===== src/rtl/i2c_register_access_master_unit_assert.svh =====
// Assertion macros shared by the I2C register access master RTL.
`ifndef I2C_REGISTER_ACCESS_MASTER_UNIT_ASSERT_SVH
`define I2C_REGISTER_ACCESS_MASTER_UNIT_ASSERT_SVH
`ifndef SYNTHESIS
`define I2CRAM_ASSERT_SAME(label, clk, rst_n, ante, cons) \
	label: assert property (@(posedge clk) disable iff (!rst_n) (ante) |-> (cons)) \
		else $error("assertion failed");
`define I2CRAM_ASSERT_NEXT(label, clk, rst_n, ante, cons) \
	label: assert property (@(posedge clk) disable iff (!rst_n) (ante) |=> (cons)) \
		else $error("assertion failed");
`else
`define I2CRAM_ASSERT_SAME(label, clk, rst_n, ante, cons)
`define I2CRAM_ASSERT_NEXT(label, clk, rst_n, ante, cons)
`endif
`endif


===== src/rtl/i2cram_pkg.sv =====
// Types and constants of the I2C register access master.
package i2cram_pkg;

	localparam int IN_W  = 24;
	localparam int OUT_W = 16;

	// Configuration register indexes.
	localparam logic [1:0] REG_DEV_ADDR = 2'd0;
	localparam logic [1:0] REG_DELAY    = 2'd1;
	localparam logic [1:0] REG_TIMEOUT  = 2'd2;

	localparam logic [2:0] STEP_ADDR = 3'd0;
	localparam logic [2:0] STEP_REG  = 3'd1;
	localparam logic [2:0] STEP_LAST = 3'd2;
	localparam logic [2:0] STEP_END  = 3'd3;

	typedef struct packed {
		logic       sda_in;
		logic [7:0] write_value;
		logic [7:0] reg_address;
		logic       command;
		logic       request;
	} item_t;

	typedef struct packed {
		logic [7:0] read_value;
		logic       status;
		logic       done_res;
		logic       busy_res;
		logic       sda_drive;
		logic       sda_level;
		logic       scl_level;
	} result_t;

	typedef enum logic [21:0] {
		P_IDLE    = 22'h000001,
		P_ST1     = 22'h000002,
		P_ST2     = 22'h000004,
		P_ST3     = 22'h000008,
		P_WB_PRE  = 22'h000010,
		P_WB_LO   = 22'h000020,
		P_WB_HI   = 22'h000040,
		P_WB_ALO  = 22'h000080,
		P_WB_AHI  = 22'h000100,
		P_WB_POLL = 22'h000200,
		P_WB_ATL  = 22'h000400,
		P_RB_PRE  = 22'h000800,
		P_RB_LO   = 22'h001000,
		P_RB_HI   = 22'h002000,
		P_RB_SMP  = 22'h004000,
		P_RB_NLO  = 22'h008000,
		P_RB_NHI  = 22'h010000,
		P_RB_NLO2 = 22'h020000,
		P_RB_NEND = 22'h040000,
		P_SP1     = 22'h080000,
		P_SP2     = 22'h100000,
		P_SP3     = 22'h200000
	} phase_t;

endpackage


===== src/rtl/i2cram_front.sv =====
// Input side: unpacks tick words and queues them in a two-entry buffer.
`include "i2c_register_access_master_unit_assert.svh"
module i2cram_front import i2cram_pkg::*; (
	input  logic            clk,
	input  logic            arst_n,
	input  logic            s_axis_tvalid,
	output logic            s_axis_tready,
	input  logic [IN_W-1:0] s_axis_tdata,
	output logic            item_valid,
	output item_t           item,
	input  logic            item_pop
);

	item_t      mem_q [2];
	logic       wr_ptr_q;
	logic       rd_ptr_q;
	logic [1:0] count_q;
	logic       push;

	assign s_axis_tready = (count_q != 2'd2);
	assign push          = s_axis_tvalid && s_axis_tready;
	assign item_valid    = (count_q != 2'd0);
	assign item          = mem_q[rd_ptr_q];

	always_ff @(posedge clk) begin
		if (push) begin
			mem_q[wr_ptr_q] <= item_t'(s_axis_tdata[$bits(item_t)-1:0]);
		end
	end

	always_ff @(posedge clk or negedge arst_n) begin
		if (!arst_n) begin
			wr_ptr_q <= 1'b0;
			rd_ptr_q <= 1'b0;
			count_q  <= 2'd0;
		end else begin
			if (push) begin
				wr_ptr_q <= !wr_ptr_q;
			end
			if (item_pop) begin
				rd_ptr_q <= !rd_ptr_q;
			end
			case ({push, item_pop})
				2'b10:   count_q <= count_q + 2'd1;
				2'b01:   count_q <= count_q - 2'd1;
				default: count_q <= count_q;
			endcase
		end
	end

	`I2CRAM_ASSERT_SAME(a_count_range, clk, arst_n, 1'b1, count_q <= 2'd2)
	`I2CRAM_ASSERT_SAME(a_pop_nonempty, clk, arst_n, item_pop, count_q != 2'd0)
	`I2CRAM_ASSERT_NEXT(a_fill, clk, arst_n, push && !item_pop && count_q == 2'd1, !s_axis_tready)

endmodule


===== src/rtl/i2cram_engine.sv =====
// Bus engine: steps the I2C sequencer by one tick per queued word.
`include "i2c_register_access_master_unit_assert.svh"
module i2cram_engine import i2cram_pkg::*; #(
	parameter int COUNT_WIDTH = 16
) (
	input  logic                   clk,
	input  logic                   arst_n,
	input  logic [6:0]             dev_addr,
	input  logic [COUNT_WIDTH-1:0] delay_ticks,
	input  logic [COUNT_WIDTH-1:0] ack_timeout,
	input  logic                   item_valid,
	input  item_t                  item,
	output logic                   item_pop,
	output logic                   m_axis_tvalid,
	input  logic                   m_axis_tready,
	output logic [OUT_W-1:0]       m_axis_tdata
);

	phase_t                 ph_q;
	logic [3:0]             bc_q;
	logic [2:0]             bs_q;
	logic [COUNT_WIDTH-1:0] tk_q;
	logic [COUNT_WIDTH-1:0] aw_q;
	logic [7:0]             sh_q;
	logic [7:0]             rr_q;
	logic                   pc_q;
	logic [7:0]             pr_q;
	logic [7:0]             pd_q;
	logic                   ef_q;
	logic                   scl_q;
	logic                   sda_q;
	logic                   drv_q;
	result_t                out_q;
	logic                   out_valid_q;

	phase_t                 ph;
	logic [3:0]             bc;
	logic [2:0]             bs;
	logic [2:0]             nbs;
	logic [COUNT_WIDTH-1:0] tk;
	logic [COUNT_WIDTH-1:0] aw;
	logic [COUNT_WIDTH-1:0] seg;
	logic [7:0]             sh;
	logic [7:0]             rr;
	logic                   pc;
	logic [7:0]             pr;
	logic [7:0]             pd;
	logic                   ef;
	logic                   scl;
	logic                   sda;
	logic                   drv;
	result_t                res;

	function automatic logic [7:0] load_byte(input logic [2:0] step, input logic [6:0] dev,
			input logic cmd, input logic [7:0] rg, input logic [7:0] dat);
		logic [7:0] b;
		if (step == STEP_ADDR) begin
			b = {dev, 1'b0};
		end else if (step == STEP_REG) begin
			b = rg;
		end else begin
			b = cmd ? {dev, 1'b1} : dat;
		end
		return b;
	endfunction

	assign item_pop      = item_valid && (!out_valid_q || m_axis_tready);
	assign m_axis_tvalid = out_valid_q;
	assign m_axis_tdata  = {{(OUT_W - $bits(result_t)){1'b0}}, out_q};

	always_comb begin
		ph  = ph_q;
		bc  = bc_q;
		bs  = bs_q;
		nbs = bs_q + 3'd1;
		tk  = tk_q;
		aw  = aw_q;
		sh  = sh_q;
		rr  = rr_q;
		pc  = pc_q;
		pr  = pr_q;
		pd  = pd_q;
		ef  = ef_q;
		scl = scl_q;
		sda = sda_q;
		drv = drv_q;
		seg = delay_ticks;
		res = '0;

		if (ph == P_IDLE && item.request) begin
			pc = item.command;
			pr = item.reg_address;
			pd = item.write_value;
			ef = 1'b0;
			bs = STEP_ADDR;
			bc = 4'd0;
			tk = '0;
			ph = P_ST1;
		end

		// Entry actions run on the first tick of every phase but the ACK poll.
		if (ph != P_IDLE) begin
			res.busy_res = 1'b1;
			if (ph != P_WB_POLL && tk == '0) begin
				case (ph)
					P_ST1:     begin scl = 1'b1; sda = 1'b1; drv = 1'b1; end
					P_ST2:     sda = 1'b0;
					P_ST3:     scl = 1'b0;
					P_WB_PRE:  drv = 1'b1;
					P_WB_LO:   begin scl = 1'b0; sda = sh[bc[2:0]]; end
					P_WB_HI:   scl = 1'b1;
					P_WB_ALO:  begin scl = 1'b0; drv = 1'b0; end
					P_WB_AHI:  scl = 1'b1;
					P_RB_PRE:  drv = 1'b0;
					P_RB_LO:   scl = 1'b0;
					P_RB_HI:   scl = 1'b1;
					P_RB_SMP:  if (item.sda_in) sh[bc[2:0]] = 1'b1;
					P_RB_NLO:  begin scl = 1'b0; drv = 1'b1; sda = 1'b1; end
					P_RB_NHI:  scl = 1'b1;
					P_RB_NLO2: scl = 1'b0;
					P_RB_NEND: sda = 1'b1;
					P_SP1:     sda = 1'b0;
					P_SP2:     scl = 1'b1;
					P_SP3:     sda = 1'b1;
					default:   ;
				endcase
			end
		end
		res.scl_level = scl;
		res.sda_level = sda;
		res.sda_drive = drv;

		// The ACK check and the read sample point sit half a step after SCL rises.
		if (ph == P_WB_AHI || ph == P_WB_ATL || ph == P_RB_HI || ph == P_RB_SMP) begin
			seg = delay_ticks >> 1;
		end
		if (seg == '0) begin
			seg = COUNT_WIDTH'(1);
		end

		if (ph == P_WB_POLL) begin
			if (!item.sda_in) begin
				if (aw >= ack_timeout) begin
					ef = 1'b1;
				end
				tk = '0;
				ph = P_WB_ATL;
			end else if (aw < ack_timeout) begin
				aw = aw + COUNT_WIDTH'(1);
			end else begin
				ef = 1'b1;
				tk = '0;
				ph = P_WB_ATL;
			end
		end else if (ph != P_IDLE) begin
			tk = tk + COUNT_WIDTH'(1);
			if (tk == '0 || tk >= seg) begin
				tk = '0;
				case (ph)
					P_ST1: ph = P_ST2;
					P_ST2: ph = P_ST3;
					P_ST3: begin
						sh = load_byte(bs, dev_addr, pc, pr, pd);
						bc = 4'd7;
						ph = P_WB_PRE;
					end
					P_WB_PRE: ph = P_WB_LO;
					P_WB_LO:  ph = P_WB_HI;
					P_WB_HI: begin
						if (bc != 4'd0) begin
							bc = bc - 4'd1;
							ph = P_WB_LO;
						end else begin
							ph = P_WB_ALO;
						end
					end
					P_WB_ALO: ph = P_WB_AHI;
					P_WB_AHI: begin
						aw = '0;
						ph = P_WB_POLL;
					end
					P_WB_ATL: begin
						scl = 1'b0;
						drv = 1'b1;
						if (ef) begin
							ph = P_SP1;
						end else if (!pc) begin
							if (nbs >= STEP_END) begin
								ph = P_SP1;
							end else begin
								bs = nbs;
								sh = load_byte(nbs, dev_addr, pc, pr, pd);
								bc = 4'd7;
								ph = P_WB_PRE;
							end
						end else if (nbs == STEP_REG) begin
							bs = nbs;
							sh = load_byte(nbs, dev_addr, pc, pr, pd);
							bc = 4'd7;
							ph = P_WB_PRE;
						end else if (nbs == STEP_LAST) begin
							// Register byte sent: repeated START, then address with read bit.
							bs = nbs;
							ph = P_ST1;
						end else begin
							sh = 8'h00;
							bc = 4'd7;
							ph = P_RB_PRE;
						end
					end
					P_RB_PRE: ph = P_RB_LO;
					P_RB_LO:  ph = P_RB_HI;
					P_RB_HI:  ph = P_RB_SMP;
					P_RB_SMP: begin
						if (bc != 4'd0) begin
							bc = bc - 4'd1;
							ph = P_RB_LO;
						end else begin
							ph = P_RB_NLO;
						end
					end
					P_RB_NLO:  ph = P_RB_NHI;
					P_RB_NHI:  ph = P_RB_NLO2;
					P_RB_NLO2: ph = P_RB_NEND;
					P_RB_NEND: begin
						rr = sh;
						ph = P_SP1;
					end
					P_SP1: ph = P_SP2;
					P_SP2: ph = P_SP3;
					P_SP3: begin
						ph = P_IDLE;
						res.done_res = 1'b1;
						res.status   = ef;
					end
					default: ph = P_IDLE;
				endcase
			end
		end
		res.read_value = rr;
	end

	always_ff @(posedge clk) begin
		if (item_pop) begin
			out_q <= res;
		end
	end

	always_ff @(posedge clk or negedge arst_n) begin
		if (!arst_n) begin
			ph_q        <= P_IDLE;
			bc_q        <= 4'd0;
			bs_q        <= STEP_ADDR;
			tk_q        <= '0;
			aw_q        <= '0;
			sh_q        <= 8'h00;
			rr_q        <= 8'h00;
			pc_q        <= 1'b0;
			pr_q        <= 8'h00;
			pd_q        <= 8'h00;
			ef_q        <= 1'b0;
			scl_q       <= 1'b1;
			sda_q       <= 1'b1;
			drv_q       <= 1'b1;
			out_valid_q <= 1'b0;
		end else begin
			if (item_pop) begin
				ph_q  <= ph;
				bc_q  <= bc;
				bs_q  <= bs;
				tk_q  <= tk;
				aw_q  <= aw;
				sh_q  <= sh;
				rr_q  <= rr;
				pc_q  <= pc;
				pr_q  <= pr;
				pd_q  <= pd;
				ef_q  <= ef;
				scl_q <= scl;
				sda_q <= sda;
				drv_q <= drv;
				out_valid_q <= 1'b1;
			end else if (m_axis_tready) begin
				out_valid_q <= 1'b0;
			end
		end
	end

	`I2CRAM_ASSERT_SAME(a_done_busy, clk, arst_n, out_valid_q && out_q.done_res, out_q.busy_res)
	`I2CRAM_ASSERT_SAME(a_status_done, clk, arst_n, out_valid_q && out_q.status, out_q.done_res)
	`I2CRAM_ASSERT_NEXT(a_done_idle, clk, arst_n, item_pop && res.done_res, ph_q == P_IDLE)

endmodule


===== src/rtl/i2c_register_access_master_unit.sv =====
// Top level of the I2C register access master: configuration registers and stream wiring.
//
// Each input word on the s_axis channel is one timing tick of the I2C engine. It carries
// the sampled SDA level and, when the engine is idle, an optional request to write or
// read one 8-bit register of the target. Every accepted word produces exactly one result
// word on the m_axis channel with the SCL/SDA levels, SDA drive enable, busy, done,
// status and the last byte read.
// A result passes from input acceptance to result valid through the two-entry input
// buffer and the engine's output register. Throughput is one word per cycle while the
// output side takes them; words stream back to back.
// When the receiver stalls, the result waits in the output register and the input buffer
// absorbs up to two more words before s_axis_tready drops.
// Configuration (device address, delay step, ACK timeout) is written through cfg_we,
// cfg_index and cfg_data; the user must write it only while the engine is idle, which
// the block itself does not enforce. After reset the bus lines are released high, the
// engine is idle, the delay step is 6 ticks and the ACK timeout is 1000 ticks.
module i2c_register_access_master_unit import i2cram_pkg::*; #(
	parameter int COUNT_WIDTH = 16
) (
	input  logic             clk,
	input  logic             arst_n,
	input  logic             s_axis_tvalid,
	output logic             s_axis_tready,
	// request, command, reg_address[7:0], write_value[7:0], sda_in, zero pad
	input  logic [IN_W-1:0]  s_axis_tdata,
	output logic             m_axis_tvalid,
	input  logic             m_axis_tready,
	// scl_level, sda_level, sda_drive, busy_res, done_res, status, read_value[7:0], pad
	output logic [OUT_W-1:0] m_axis_tdata,
	input  logic             cfg_we,
	input  logic [1:0]       cfg_index,
	input  logic [15:0]      cfg_data
);

	logic [6:0]             dev_addr_q;
	logic [COUNT_WIDTH-1:0] delay_q;
	logic [COUNT_WIDTH-1:0] timeout_q;
	logic                   item_valid;
	item_t                  item;
	logic                   item_pop;

	always_ff @(posedge clk or negedge arst_n) begin
		if (!arst_n) begin
			dev_addr_q <= 7'd0;
			delay_q    <= COUNT_WIDTH'(32'd6);
			timeout_q  <= COUNT_WIDTH'(32'd1000);
		end else if (cfg_we) begin
			case (cfg_index)
				REG_DEV_ADDR: dev_addr_q <= cfg_data[6:0];
				REG_DELAY:    delay_q    <= COUNT_WIDTH'(32'(cfg_data));
				REG_TIMEOUT:  timeout_q  <= COUNT_WIDTH'(32'(cfg_data));
				default:      ;
			endcase
		end
	end

	i2cram_front u_front (
		.clk           (clk),
		.arst_n        (arst_n),
		.s_axis_tvalid (s_axis_tvalid),
		.s_axis_tready (s_axis_tready),
		.s_axis_tdata  (s_axis_tdata),
		.item_valid    (item_valid),
		.item          (item),
		.item_pop      (item_pop)
	);

	i2cram_engine #(
		.COUNT_WIDTH (COUNT_WIDTH)
	) u_engine (
		.clk           (clk),
		.arst_n        (arst_n),
		.dev_addr      (dev_addr_q),
		.delay_ticks   (delay_q),
		.ack_timeout   (timeout_q),
		.item_valid    (item_valid),
		.item          (item),
		.item_pop      (item_pop),
		.m_axis_tvalid (m_axis_tvalid),
		.m_axis_tready (m_axis_tready),
		.m_axis_tdata  (m_axis_tdata)
	);

endmodule

===== config.mk =====
export PLATFORM = sky130hd
export DESIGN_NAME = i2c_register_access_master_unit
export DESIGN_NICKNAME = d
export VERILOG_FILES = /design/src/rtl/i2cram_pkg.sv /design/src/rtl/i2cram_front.sv /design/src/rtl/i2cram_engine.sv /design/src/rtl/i2c_register_access_master_unit.sv
export VERILOG_INCLUDE_DIRS = /design/src /design/src/rtl
export SDC_FILE = /design/constraint.sdc
export NUM_CORES = 1
export LEC_CHECK = 0
export ABC_CLOCK_PERIOD_IN_PS = 5700
export CORE_AREA = 5 5 168 170
export CTS_BUF_LIST = sky130_fd_sc_hd__clkbuf_4 sky130_fd_sc_hd__clkbuf_8
export DETAILED_ROUTE_END_ITERATION = 16
export DIE_AREA = 0 0 173 175
export DONT_BUFFER_PORTS = 1
export GPL_TIMING_DRIVEN = 0
export PLACE_DENSITY = 0.69
export SLEW_MARGIN = 25
export SYNTH_ARGS = -nofsm -noshare
export SYNTH_HDL_FRONTEND = slang
export SYNTH_SLANG_ARGS = --single-unit

===== constraint.sdc =====
create_clock -name clk -period 5.7 [get_ports clk]
set_input_delay 0.57 -clock clk [delete_from_list [all_inputs] [get_ports clk]]
set_output_delay 0.57 -clock clk [all_outputs]
set_load 0.02 [all_outputs]

======== Word level (Yosys, flattened, before mapping) ========
Memory sizes are Yosys's and may differ from the RTL's.
Index checks and enable logic that the tools add are counted.
storage, ports and cells
  bits in writable memories ............... 38
  flip-flop bits (word level) ............. 156
  memories ................................ 1
  logic and storage cells ................. 226
  output and inout port bits .............. 18
  input bits .............................. 47
operators by class
  bitwise logic cells ..................... 4
  magnitude comparators ................... 6
  add/sub/neg operators ................... 6
  reduce and logical (&&, ||, !) cells .... 39
  muxes and demuxes ....................... 108
  equality and inequality tests ........... 34
memories
  memory         words  bits a word  rd ports  clocked after Yosys merged registers in  write ports  line                text
  u_front.mem_q  2      19           1         0                                        1            i2cram_front.sv:14  item_t mem_q [2];
operator list
  cell                                                                number
  22-bit one-hot mux with 19 select lines                             1
  16-bit two-way mux                                                  15
  8-bit two-way mux                                                   25
  22-bit two-way mux                                                  9
  16-bit logical NOT                                                  3
  4-bit two-way mux                                                   10
  16-bit by 1-bit adder with 16-bit output (second input constant)    2
  16-bit >= comparator                                                2
  3-bit two-way mux                                                   10
  1-bit two-way mux                                                   28
  22-bit by 1-bit == test with 1-bit output (second input constant)   1
  22-bit by 10-bit == test with 1-bit output (second input constant)  1
  22-bit by 11-bit == test with 1-bit output (second input constant)  1
  22-bit by 12-bit == test with 1-bit output (second input constant)  1
  22-bit by 13-bit == test with 1-bit output (second input constant)  1
  22-bit by 14-bit == test with 1-bit output (second input constant)  1
  22-bit by 15-bit == test with 1-bit output (second input constant)  1
  22-bit by 16-bit == test with 1-bit output (second input constant)  1
  22-bit by 17-bit == test with 1-bit output (second input constant)  1
  22-bit by 18-bit == test with 1-bit output (second input constant)  1
  22-bit by 19-bit == test with 1-bit output (second input constant)  1
  22-bit by 2-bit == test with 1-bit output (second input constant)   1
  22-bit by 20-bit == test with 1-bit output (second input constant)  1
  22-bit by 21-bit == test with 1-bit output (second input constant)  1
  48 further kinds                                                    78

======== Logic depth before layout (Yosys ltp) ========
Gate-level depths: netlist of the first run.
  depth after elaboration ................. 20
  mapped depth ............................ 26

======== Hierarchy ========
A second synthesis of the first run with hierarchy kept.
second synthesis, totals
  cell total of the unflattened synthesis .. 1196
  area, all modules ....................... 11838.9 um2
modules (own cells, without submodules)
  module                           area an instance (um2)  cells an instance  instances
  i2cram_engine                    8770.9                  1038               1
  i2cram_front                     1561.5                  75                 1
  i2c_register_access_master_unit  1506.4                  83                 1

======== Worst setup path before layout of the first run ========
OpenSTA, ideal clock, no wires.
  path type ............................... register -> register
  start point ............................. register u_front.rd_ptr_q
  end point ............................... register u_engine.out_q (netlist bit u_engine.m_axis_tdata[10]) (data pin)
  path buffers ............................ 4
  stages on the path, launching flop included .. 24
  data required time ...................... 5.440 ns
  slack ................................... 0.907 ns
  period minus slack after synthesis ...... 4.793 ns
  arrival ................................. 4.533 ns
  cell sequence ........................... dfrtp_1 clkbuf_1 mux2_2 nand4_1 or2_0 clkbuf_1 clkbuf_1 nand2_1 inv_1 ha_1 nand2_1 nor4_2 nand3_1 xor2_1 nor2_1 ha_1 a21o_1 a21oi_1 o21ai_0 or3b_1 buf_6 nand2_4 nor2_4 mux2_2
RTL lines
  item                    line                  text
  from (decl)             i2cram_front.sv:16    logic rd_ptr_q;
  from (signal assigned)  i2cram_front.sv:41    rd_ptr_q <= !rd_ptr_q;
  to (signal assigned)    i2cram_engine.sv:245  out_q <= res;
  to (decl)               i2cram_engine.sv:33   result_t out_q;

======== Final worst setup path of the first run ========
  start point ............................. register u_engine.ph_q[16]
  end point ............................... register u_engine.aw_q[10]
between the ends
  longest elaborated chain between the ends .. 14
  elaborated cells on any way between the ends .. 27
ends and longest elaborated chain
  item                                                                                                            line                                        text
  from (decl)                                                                                                     i2cram_engine.sv:19                         phase_t ph_q;
  from (signal assigned)                                                                                          i2cram_engine.sv:268                        ph_q <= ph;
  22-bit by 1-bit == test with 1-bit output                                                                       i2cram_engine.sv:90                         if (ph == P_IDLE && item.request) begin
  1-bit logical AND                                                                                               i2cram_engine.sv:90
  22-bit two-way mux                                                                                              i2cram_engine.sv:90
  22-bit by 9-bit == test with 1-bit output / 22-bit by 11-bit == test with 1-bit output (equally long branches)  i2cram_engine.sv:134, i2cram_engine.sv:159
  1-bit logical OR (3 in series)                                                                                  i2cram_engine.sv:134                        if (ph == P_WB_AHI || ph == P_WB_ATL || ph == P_RB_HI || ph == P_RB_SMP) begin
  16-bit two-way mux                                                                                              i2cram_engine.sv:134
  16-bit logical NOT                                                                                              i2cram_engine.sv:137                        if (seg == '0) begin
  16-bit two-way mux                                                                                              i2cram_engine.sv:137
  16-bit >= comparator                                                                                            i2cram_engine.sv:157                        if (tk == '0 || tk >= seg) begin
  1-bit logical OR                                                                                                i2cram_engine.sv:157
  2-bit nonzero test (no source line)                                                                             n/a
  6-bit AND reduction (no source line)                                                                            n/a
  to (signal assigned)                                                                                            i2cram_engine.sv:272                        aw_q <= aw;
  to (decl)                                                                                                       i2cram_engine.sv:23                         logic [COUNT_WIDTH-1:0] aw_q;
Parallel ways exist; a longest one is shown, timed or not.
A chain may end at the register's enable or synchronous reset.

==> results of run 1 <==
-- metal layers --
layer,share of wire,GRT usage,vias to the layer above
li1,-,-,4557
met1,0.45,0.293,4725
met2,0.46,0.346,395
met3,0.068,0.0435,62
met4,0.024,0.0652,0
met5,0,0,-
-- Yosys cell counts, drive strengths merged, types with 3 or more instances --
cell type / count
o311ai: 3
a21oi: 57
nor4: 22
a22oi: 3
mux2i: 47
a21o: 19
or4: 9
or3: 15
clkbuf: 35
a211oi: 9
o211ai: 11
and2: 7
nor4b: 6
a31oi: 15
nand3: 42
nand3b: 7
nor2: 112
nor3b: 6
o21ai: 104
dfrtp: 130
and3: 11
dfstp: 12
nand2: 134
a31o: 10
nand2b: 14
nand4: 25
edfxtp: 52
inv: 46
nor2b: 6
o22ai: 14
and4: 4
nor3: 37
buf: 21
mux2: 65
ha: 42
xor2: 4
o2111ai: 3
or2: 6
o31ai: 5
xnor2: 28
-- registers in the layout, indices dropped and copies added (netlist names), 2 cells and up --
| signal | cells |
|---|---|
| delay_q | 16 |
| timeout_q | 16 |
| u_engine.sh_q | 8 |
| u_engine.ph_q | 22 |
| u_engine.bc_q | 4 |
| u_engine.tk_q | 16 |
| u_front.mem_q | 38 |
| u_engine.bs_q | 3 |
| u_engine.rr_q | 8 |
| u_engine.pd_q | 8 |
| dev_addr_q | 7 |
| u_engine.aw_q | 16 |
| u_front.count_q | 2 |
| u_engine.m_axis_tdata | 14 |
| u_engine.pr_q | 8 |
-- critical path: stages (launching register included) --
cell	delay [ns]
dfrtp_1	0.37
buf_2	0.17
or4_1	0.57
nor3_1	0.56
nand3_1	0.18
nor2_1	0.14
a21oi_1	0.07
clkbuf_1	0.33
mux2i_2	0.35
nand4_1	0.10
o21ai_0	0.17
ha_1	0.25
nand2b_1	0.14
a21o_1	0.17
a21oi_1	0.19
nor2_1	0.09
o21ai_2	0.21
or3b_1	0.41
buf_6	0.16
and3_1	0.14
clkbuf_1	0.21
buf_6	0.21
a21oi_1	0.11
-- layout make-up --
type,count,share of cell area
multi-input cells,933,0.488
flip-flops and latches,194,0.403
well taps,341,0.0336
plain buffers,55,0.0209
clock buffers,17,0.0184
clock inverters,15,0.0151
inverters,46,0.0136
repair buffers,8,0.00659
-- through the flow --
stage | cells | total power (W) | hold WS [ns] | instance area (sq um)
2_1_floorplan | 1229 | 0.00332 | 0.274 | 11700
3_3_place_gp | 1570 | 0.00384 | 0.279 | 12100
3_5_place_dp | 1571 | 0.00388 | 0.279 | 12100
4_1_cts | 1604 | 0.00487 | 0.0926 | 12600
5_1_grt | 1609 | 0.00522 | 0.0871 | 12700
6_report | 1609 | 0.00493 | 0.0179 | 12700
-- cell families after synthesis --
family | after synthesis
AOI/OAI and AO/OA | 275
buffers and inverters | 102
xor gates and xnor gates | 32
other | 1
muxes | 113
and+or+nand+nor | 469
DFF | 194
adders and majority gates | 42
-- worst max path at each step --
stage | start | endpoint | slack (ns) | depth (start not counted)
6_report | u_engine.ph_q[16] | u_engine.aw_q[10] | 0.33 | 22
2_1_floorplan | u_front.rd_ptr_q | u_engine.m_axis_tdata[10] | 0.91 | 23
3_3_place_gp | u_front.rd_ptr_q | u_engine.bs_q[1] | -0.58 | 22
5_1_grt | u_engine.ph_q[13] | u_engine.aw_q[10] | 0.007 | 22
4_1_cts | u_front.rd_ptr_q | u_engine.aw_q[10] | 0.03 | 24
3_5_place_dp | u_front.rd_ptr_q | u_engine.ph_q[7] | -0.69 | 23
-- report_power, final --
part           internal [W]  switching, W  leakage, nW  total (W)
registers           0.00173      0.000251         2.31    0.00198
clock network      0.000375      0.000594        0.211   0.000970
logic              0.000706       0.00127         2.89    0.00198
total               0.00281       0.00212         5.41    0.00493
-- cell usage in the layout (no fill, tap or decap), types with 5 or more instances in the layout --
cell type,count
buf_2,12
nor2b_1,6
nand3_1,40
buf_4,11
mux2i_1,46
nor3_1,34
and2_1,7
nand2b_1,14
dfstp_2,12
ha_1,41
mux2_2,65
nor2_1,106
dfrtp_1,130
clkbuf_8,17
clkbuf_1,30
xnor2_1,27
nand3b_1,7
or4_1,8
inv_1,46
nor4b_1,6
o211ai_1,11
nor4_1,15
clkinv_8,5
or2_2,5
a211oi_1,9
o21ai_0,98
and3_1,11
a31oi_1,15
nand2_1,131
nand4_1,23
o31ai_1,5
a31o_2,10
o22ai_1,14
edfxtp_1,52
a21oi_1,56
or3_1,14
a21o_1,19
-- repair_timing --
action / CTS / global route
pin swaps: 2 / 2
resized for setup: 10 / 15
gates cloned: 0 / 0
hold buffers: 1 / 0
endpoints found under the hold margin: 142 / 0
setup endpoints to repair: 86 / 85
setup buffers: 0 / 6
==> results.md, run 1 <==
- Status: completed
- Reg area: 5130 sq um
- WP data required: 6.13 ns
- Antenna violations before repair: 0
- Max Cap Viol: 0
- Proportion of synthesized area in mux cells: 0.105
- Register area share after synthesis: 0.439
- I/O Pins: 65
- Compound-cell area share of the yosys netlist: 0.144
- Adder-cell share of the synthesized area: 0.0450
- Synth cell types: 82
- Final antenna-violating net count: 0
- Die width: 173 um
- Largest net degree at the start of global routing: 143
- Worst rel slew slack: 0.338
- Worst-Skew Late Latency: 0.50 ns
- Synth Area in XOR/XNOR: 0.0240
- Async SR Flop Fraction: 0.732
- Setup WS post-layout: 0.328 ns
- Final Core Density: 0.478
- Routability Congestion: 0.972
- Fin crit period: 5.37 ns
- Final Slew Violations: 0
- # setup viols final: 0
- Critical Path Sink Type: register
- Vias: 9,739
- Multi-input gate area: 6210 sq um
- Clk_skew: 0.0178 ns
- Hold Fails Final Rpt: 0
- Seq cells post-synth: 194
- Layout cell share with drive strength beyond 1: 0.148
- Vias in the first global route: 9,477
- Setup TNS: 0 ns
- Root buffer cell: clkbuf_8
- H-tree Lvls: 4
- IO buf count: 0
- DRT Pass-1 Iters: 6
- Initial DRC Count: 834
- Synth area leaders: dfrtp_1, edfxtp_1, mux2_2, ha_1, o21ai_0
- Layout Nets: 1,344
- CTS Buf Count: 17
- Post-Syn Area: 11,700 sq um
- DRC viols: 0
- P&R area growth vs syn: 8.85%
- Clock Tree Buf Depth: 2
- Reg2Reg Depth: 22
- Via density per instance: 6.05
- Dpl hpwl: 24.5 mm
- Die span in y: 175 um
- Drt wl/cell: 20.4 um
- Worst-path clk slew: 0.12 ns
- Worst R2R Setup Slack: 0.33 ns
- Hold crit path type: in2async
- Worst EP arrival: 5.80 ns
- Initial Util: 0.440
- Cells after synthesis: 1,228
- Clk sinks: 194
- Place WS: -0.690 ns
- Die area: 30,300 sq um
- Synth Area in Simple Gates: 0.206
- Fin crit share: 0.942
- RSZ-0062 raised after global routing: false
- Leakage power: 5.41 nW
- Crit Path Max Fanout: 10
- Post-synth EDFFs: 52
- Largest family of logic cells by synthesized area: simple AND/OR/NAND/NOR gates
- Max VDD drop: 292 uV
- Reg-to-Reg Start: u_engine.ph_q[16]
- PD cells: 387 nW/um^2
- F_max: 186 MHz
- N_diodes: 0
- CTS tree: done
- Global route overflow: 0
- Most used flip-flop cell after synthesis: dfrtp_1
- DRT Wirelength: 32.8 mm
- Worst-margin pin slew: 0.979 ns
- Synth Warn #: 0
- Row count: 60
- Startpoint Class: register
- Synth top area share: 0.278
- GR Util All Layers: 0.214
- Core footprint: 26,600 sq um
- FF-to-FF End: u_engine.aw_q[10]
- # fillers: 2,556
- Dominant cell type by area after synthesis: dfrtp_1
- First-pass GRT wire length: 52.6 mm
- CP Class: reg2reg
- Mean post-synth cell area: 9.51 sq um
Power figures use the tool's default switching activity.
==> inputs of run 2 (changes only) <==
--- a/config.mk
+++ b/config.mk
@@ -6,7 +6,7 @@
 export SDC_FILE = /design/constraint.sdc
 export NUM_CORES = 1
 export LEC_CHECK = 0
-export ABC_CLOCK_PERIOD_IN_PS = 5700
+export ABC_CLOCK_PERIOD_IN_PS = 5800
 export CORE_AREA = 5 5 168 170
 export CTS_BUF_LIST = sky130_fd_sc_hd__clkbuf_4 sky130_fd_sc_hd__clkbuf_8
 export DETAILED_ROUTE_END_ITERATION = 16
==> constraint.sdc (replaced) <==
create_clock -name clk -period 5.8 [get_ports clk]
set_input_delay 0.58 -clock clk [delete_from_list [all_inputs] [get_ports clk]]
set_output_delay 0.58 -clock clk [all_outputs]
set_load 0.02 [all_outputs]
==> run 2 against run 1 <==
Compared with the run above: via count fell by 0.81%; sequential cell count did not move; clock skew rose by 0.0026 ns; routed wire length fell by 0.13%; maximum frequency fell by 1.5%; setup slack improved by 0.020 ns; final cell count fell by 0.12%; design area fell by 0.27%; sequential power fell by 2%; largest cell class unchanged.
==> results.md, run 2 (synthesis results as in run 1) <==
- Via density per instance: 6.01 (-0.69%)
- Largest register by flop count: u_front.mem_q
- Place WS: -0.590 ns (+0.100 ns)
- M3 GR Usage: 0.0437 (+0.000216)
- Reg-to-Reg Start: u_engine.ph_q[8]
- Worst EP arrival: 5.71 ns (-0.09 ns)
- Dpl hpwl: 24.5 mm (unchanged)
- Antenna violations before repair: 0 (unchanged)
- CP Depth: 22 (unchanged)
- F_max: 183 MHz (-1.5%)
- Final antenna-violating net count: 0 (unchanged)
- Hold crit path type: in2async
- Crit Path Max Fanout: 10 (unchanged)
- Min Hold Slack: 0.0229 ns (+0.00505 ns)
- Critical Path Sink: u_engine.m_axis_tdata[12]
- Row count: 60 (unchanged)
- Die area: 30,300 sq um (unchanged)
- Tot Pwr: 0.00483 W (-1.9%)
- Max Cap Viol: 0 (unchanged)
- Global route overflow: 0 (unchanged)
- GR Util All Layers: 0.214 (-0.000231)
- Routability Congestion: 0.972 (unchanged)
- Layout Nets: 1,342 (-0.15%)
- Clk_skew: 0.0203 ns (+0.00258 ns)
- Vias in the first global route: 9,479 (+0.021%)
- DRT Wirelength: 32.7 mm (-0.13%)
- Hold Fails Final Rpt: 0 (unchanged)
- Max FFs per register: 38 (unchanged)
- Root buffer cell: clkbuf_8
- Most common cell after layout, fill and taps aside: nand2_1
- Vias: 9,660 (-0.81%)
- Slowest CP cell: or3b_1
- Met1 Usage GRT: 0.292 (-0.000413)
- Worst-margin pin slew: 1.09 ns (+0.109 ns)
- Die width: 173 um (unchanged)
- Layout cell share with drive strength beyond 1: 0.144 (-0.00451)
- Largest regs: u_front.mem_q (38), u_engine.ph_q (22)
- DRT Pass-1 Iters: 8 (+2)
- CTS Buf Count: 17 (unchanged)
- I/O Pins: 65 (unchanged)
- CTS tree: done
- Worst-path clk slew: 0.12 ns (about the same)
- Initial Util: 0.440 (unchanged)
- Crit-path cells: buf_2, nor4_2, nand4_1, or2_0, clkbuf_2, buf_4, nand2_1, inv_1, ha_2, nand2_2, nor3_1, xnor2_1, nor2_1, ha_1, a21o_1, a21oi_1, o21ai_0, or3b_1, buf_6, nand2_4, nor2_4, mux2_2
- WP data required: 6.06 ns (-0.07 ns)
- Top Usage Layer GRT: met2
- Fin crit share: 0.940 (-0.00253)
- Core footprint: 26,600 sq um (unchanged)
- CP bufs+invs: 5 (unchanged)
- DRC viols: 0 (unchanged)
- Cell family with most CP delay: simple AND/OR/NAND/NOR gates
- Fin crit period: 5.45 ns (+0.0795 ns)
- Design area: 12,700 sq um (-0.27%)
- P&R area growth vs syn: 8.56%
- # setup viols final: 0 (unchanged)
- Clock Tree Buf Depth: 2 (unchanged)
- GR Layer Usage met2: 0.345 (-0.000984)
- Setup crit start: u_engine.ph_q[8]
- FF-to-FF End: u_engine.m_axis_tdata[12]
- Worst-Skew Late Latency: 0.50 ns (about the same)
- PD cells: 381 nW/um^2 (-1.6%)
- Worst path max stage delay: 0.45 ns (-0.12 ns)
- # fillers: 2,559 (+0.12%)
- Reg2Reg Depth: 22 (unchanged)
- IO buf count: 0 (unchanged)
- Largest net degree at the start of global routing: 143 (unchanged)
- Clk sinks: 194 (unchanged)
- Setup WS post-layout: 0.349 ns (+0.0205 ns)
- Final Slew Violations: 0 (unchanged)
- First-pass GRT wire length: 52.5 mm (-0.10%)
- CP Class: reg2reg
- Die span in y: 175 um (unchanged)
- Worst R2R Setup Slack: 0.35 ns (+0.02 ns)
- Initial DRC Count: 900 (+7.9%)
- Placement Cell Area: 12,100 sq um (unchanged)
- Status: completed
- Drt wl/cell: 20.4 um (about the same)
- Critical Path Sink Type: register
- Max VDD drop: 287 uV (-1.4%)
- Leakage power: 5.40 nW (-0.11%)
- Startpoint Class: register
- Most frequent cells in the layout: nand2_1, dfrtp_1, nor2_1, o21ai_0, mux2_2
- N_diodes: 0 (unchanged)
- Worst rel slew slack: 0.270 (-0.0682)
- H-tree Lvls: 4 (unchanged)
-- run 2: layout make-up --
cell class | instances | area, sq um | share of cell area
inverters | 46 | 173 | 0.0136
well taps | 341 | 427 | 0.0336
plain buffers | 56 | 269 | 0.0212
multi-input cells | 933 | 6200 | 0.489
flip-flops and latches | 194 | 5130 | 0.405
clock inverters | 15 | 191 | 0.0151
clock buffers | 17 | 234 | 0.0185
repair buffers | 5 | 61.3 | 0.00483
-- run 2: repair_timing --
item / 4_1_cts / 5_1_grt
pin swaps: 2 / 2
endpoints found under the hold margin: 142 / 0
gates resized for setup: 8 / 15
endpoints found under the setup margin: 84 / 84
hold buffers: 1 / 0
cloned: 0 / 0
buffers inserted: 0 / 3
-- run 2: power by group --
group          total, W  switching, W  internal, W  leakage [nW]
logic           0.00194       0.00125     0.000691          2.88
registers       0.00194      0.000241      0.00170          2.31
clock network  0.000952      0.000583     0.000369         0.211
total           0.00483       0.00207      0.00276          5.40
-- run 2: how the worst min path moves through the flow --
stage | startpoint | endpoint | slack [ns] | cells after the start
final | arst_n | timeout_q[11] | 0.02 | 1
after global routing | arst_n | timeout_q[11] | 0.1 | 1
after CTS | arst_n | u_engine.aw_q[9] | 0.10 | 1
after detailed placement | arst_n | u_engine.aw_q[9] | 0.29 | 0
after global placement | arst_n | u_engine.aw_q[10] | 0.29 | 0
after floorplan | arst_n | delay_q[0] | 0.28 | 0
-- run 2: per-layer routing --
metal	share of wire	vias to the layer above
met5	0	-
met4	0.024	0
met3	0.063	53
met2	0.46	337
met1	0.45	4715
li1	-	4555
-- run 2: worst register-to-register path, delay by kind of cell, from the launching register on --
kind | cells | cell delay, ns
muxes | 1 | 0.30
adders and majority gates | 2 | 0.53
AOI/OAI and AO/OA | 3 | 0.59
buffers and inverters | 5 | 0.85
and+or+nand+nor | 10 | 2.20
DFF | 1 | 0.37
xor gates and xnor gates | 1 | 0.39
-- run 2: stage by stage --
step,utilization,TNS [ns],instances
after floorplan,-,0,1229
after CTS,0.475,0,1604
after detailed placement,0.456,-29.06,1571
after global routing,0.477,-0.0269,1607
final,0.477,0,1607
after global placement,0.456,-20.85,1570
==> inputs of run 3 (changes only) <==
--- a/config.mk
+++ b/config.mk
@@ -13,6 +13,7 @@
 export DIE_AREA = 0 0 173 175
 export DONT_BUFFER_PORTS = 1
 export GPL_TIMING_DRIVEN = 0
+export HOLD_SLACK_MARGIN = 0.06
 export PLACE_DENSITY = 0.69
 export SLEW_MARGIN = 25
 export SYNTH_ARGS = -nofsm -noshare
==> constraint.sdc (replaced) <==
create_clock -name clk -period 5.8 [get_ports clk]
set_input_delay 0.29 -clock clk [delete_from_list [all_inputs] [get_ports clk]]
set_output_delay 0.29 -clock clk [all_outputs]
set_load 0.02 [all_outputs]
==> run 3 against run 2 <==
Compared with the run above: sequential cell count unchanged; non-clock buffer count up 40; clock power decreased by 0.5%.
==> results.md, run 3 (synthesis results as in run 1) <==
- Routability Congestion: 0.972 (unchanged)
- H-tree Lvls: 4 (unchanged)
- IO buf count: 0 (unchanged)
- Max FFs per register: 38 (unchanged)
- Leakage power: 5.57 nW (+3.1%)
- First-pass GRT wire length: 53.1 mm (+1.2%)
- # setup viols final: 0 (unchanged)
- Largest register by flop count: u_front.mem_q
- Worst R2R Setup Slack: 0.37 ns (+0.03 ns)
- Worst rel slew slack: 0.262 (-0.00863)
- Worst-Skew Late Latency: 0.49 ns (about the same)
- Reg2Reg Depth: 23 (+4.5%)
- Tot Pwr: 0.00486 W (+0.64%)
- Setup TNS: 0 ns (unchanged)
- Crit Path Max Fanout: 10 (unchanged)
- F_max: 184 MHz (+0.46%)
- Status: completed
- Layout cell share with drive strength beyond 1: 0.139 (-0.00440)
- Worst-margin pin slew: 1.10 ns (+0.0129 ns)
- PD cells: 372 nW/um^2 (-2.5%)
- Global route overflow: 0 (unchanged)
- Hold_sp: cfg_index[0]
- DRT Wirelength: 33.1 mm (+1.1%)
- Hold Fails Final Rpt: 0 (unchanged)
- Initial DRC Count: 880 (-2.2%)
- P&R area growth vs syn: 12.0%
- Clk sinks: 194 (unchanged)
- Most common cell after layout, fill and taps aside: nand2_1
- Final Slew Violations: 0 (unchanged)
- Worst Hold Endpoint: dev_addr_q[1]
- CP Class: reg2reg
- Root buffer cell: clkbuf_8
- Hold crit path type: in2reg
- Final non-filler cell total: 1,648 (+2.6%)
- FF-to-FF End: u_engine.aw_q[10]
- Row count: 60 (unchanged)
- CTS Buf Count: 17 (unchanged)
- Layout Nets: 1,382 (+3.0%)
- I/O Pins: 65 (unchanged)
- Max Cap Viol: 0 (unchanged)
- Critical Path Sink Type: register
- Startpoint Class: register
- Dpl hpwl: 24.5 mm (unchanged)
- Via density per instance: 6.01 (about the same)
- Clk_skew: 0.0186 ns (-0.00169 ns)
- Core footprint: 26,600 sq um (unchanged)
- Worst EP arrival: 5.85 ns (+0.14 ns)
- Placed insts: 1,571 (unchanged)
- Worst Hold Depth: 2
- Clock Tree Buf Depth: 2 (unchanged)
- CTS tree: done
- DRT Pass-1 Iters: 5 (-3)
- Largest regs: u_front.mem_q (38), u_engine.ph_q (22)
- Initial Util: 0.440 (unchanged)
- Die span in y: 175 um (unchanged)
- Vias in the first global route: 9,687 (+2.2%)
- Largest net degree at the start of global routing: 143 (unchanged)
- DRC viols: 0 (unchanged)
- GR Util All Layers: 0.216 (+0.00170)
- Max VDD drop: 285 uV (-0.90%)
- WP data required: 6.22 ns (+0.16 ns)
- Die width: 173 um (unchanged)
- Drt wl/cell: 20.1 um (-1.4%)
- Vias: 9,903 (+2.5%)
- Reg-to-Reg Start: u_engine.ph_q[8]
- Die area: 30,300 sq um (unchanged)
- # fillers: 2,517 (-1.6%)
- Most frequent cells in the layout: nand2_1, dfrtp_1, nor2_1, o21ai_0, mux2_2
- Fin crit period: 5.43 ns (-0.0250 ns)
- Worst-path clk slew: 0.11 ns (about the same)
- Antenna violations before repair: 1 (+1)
- Final antenna-violating net count: 0 (unchanged)
- Fin crit share: 0.936 (-0.00432)
==> run 3: cell count changes in the layout (fill, tap and decap cells not counted), sizes merged <==
| cell | before | now |
|---|---|---|
| dlygate4sd3 | 0 | 40 |
| diode | 0 | 1 |
==> run 3: stage by stage <==
stage / utilization / hold slack, ns / area, sq um / setup WS [ns]
3_5_place_dp: 0.456 / -0.00106 / 12100 / -0.590
4_1_cts: 0.490 / 0.121 / 13000 / 0.00110
3_3_place_gp: 0.456 / -0.00119 / 12100 / -0.476
5_1_grt: 0.492 / 0.133 / 13100 / -0.0252
2_1_floorplan: - / -0.00559 / 11700 / 1.01
6_report: 0.492 / 0.139 / 13100 / 0.374
==> run 3: report_power, final <==
part / leakage, nW / internal [W] / switching, W
Clock: 0.211 / 0.000369 / 0.000578
Combinational: 3.05 / 0.000710 / 0.00127
Sequential: 2.31 / 0.00170 / 0.000242
Total: 5.57 / 0.00278 / 0.00209
==> run 3: routing by layer <==
layer / track usage / wire length (um)
met3: 0.0368 / 2010
met5: 0 / 0
met1: 0.296 / 14900
met2: 0.349 / 15300
met4: 0.0705 / 861
==> run 3: critical path: stages (launching register included) <==
cell      delay, ns
dfrtp_1        0.37
buf_2          0.17
nor4_2         0.42
nand4_1        0.33
or2_0          0.31
clkbuf_2       0.21
buf_4          0.24
nand2_1        0.10
inv_1          0.07
ha_2           0.21
nand2_2        0.17
nor3_1         0.09
xnor2_1        0.38
nor2_1         0.08
ha_1           0.32
a21o_1         0.16
a21oi_1        0.22
o21ai_0        0.20
or3b_1         0.45
buf_6          0.16
and3_1         0.14
clkbuf_1       0.22
buf_6          0.21
a21oi_1        0.11
==> run 3: what timing repair did <==
item                                    CTS  global route
buffers inserted                          0             3
endpoints found under the hold margin   221             0
pin swaps                                 2             2
hold buffers                             41             0
gates resized for setup                   8            15
endpoints found under the setup margin   84            84
==> run 3: final cells by class <==
| cell class | instances | area (sq um) | area share |
|---|---|---|---|
| flip-flops and latches | 194 | 5130 | 0.392 |
| inverters | 46 | 173 | 0.0132 |
| plain buffers | 56 | 269 | 0.0206 |
| clock inverters | 15 | 191 | 0.0146 |
| clock buffers | 17 | 234 | 0.0179 |
| repair buffers | 45 | 462 | 0.0353 |
| well taps | 341 | 427 | 0.0326 |
| diodes | 1 | 2.50 | 0.000191 |
| multi-input cells | 933 | 6200 | 0.474 |
==> run 3: worst max-delay path by stage <==
stage / start / endpoint / slack (ns)
2_1_floorplan: u_front.rd_ptr_q / u_engine.m_axis_tdata[10] / 1.01
3_3_place_gp: u_front.rd_ptr_q / u_engine.bs_q[1] / -0.48
3_5_place_dp: u_front.rd_ptr_q / u_engine.ph_q[7] / -0.59
4_1_cts: u_front.rd_ptr_q / u_engine.ph_q[9] / 0.001
5_1_grt: u_front.rd_ptr_q / u_engine.aw_q[10] / -0.03
6_report: u_engine.ph_q[8] / u_engine.aw_q[10] / 0.37
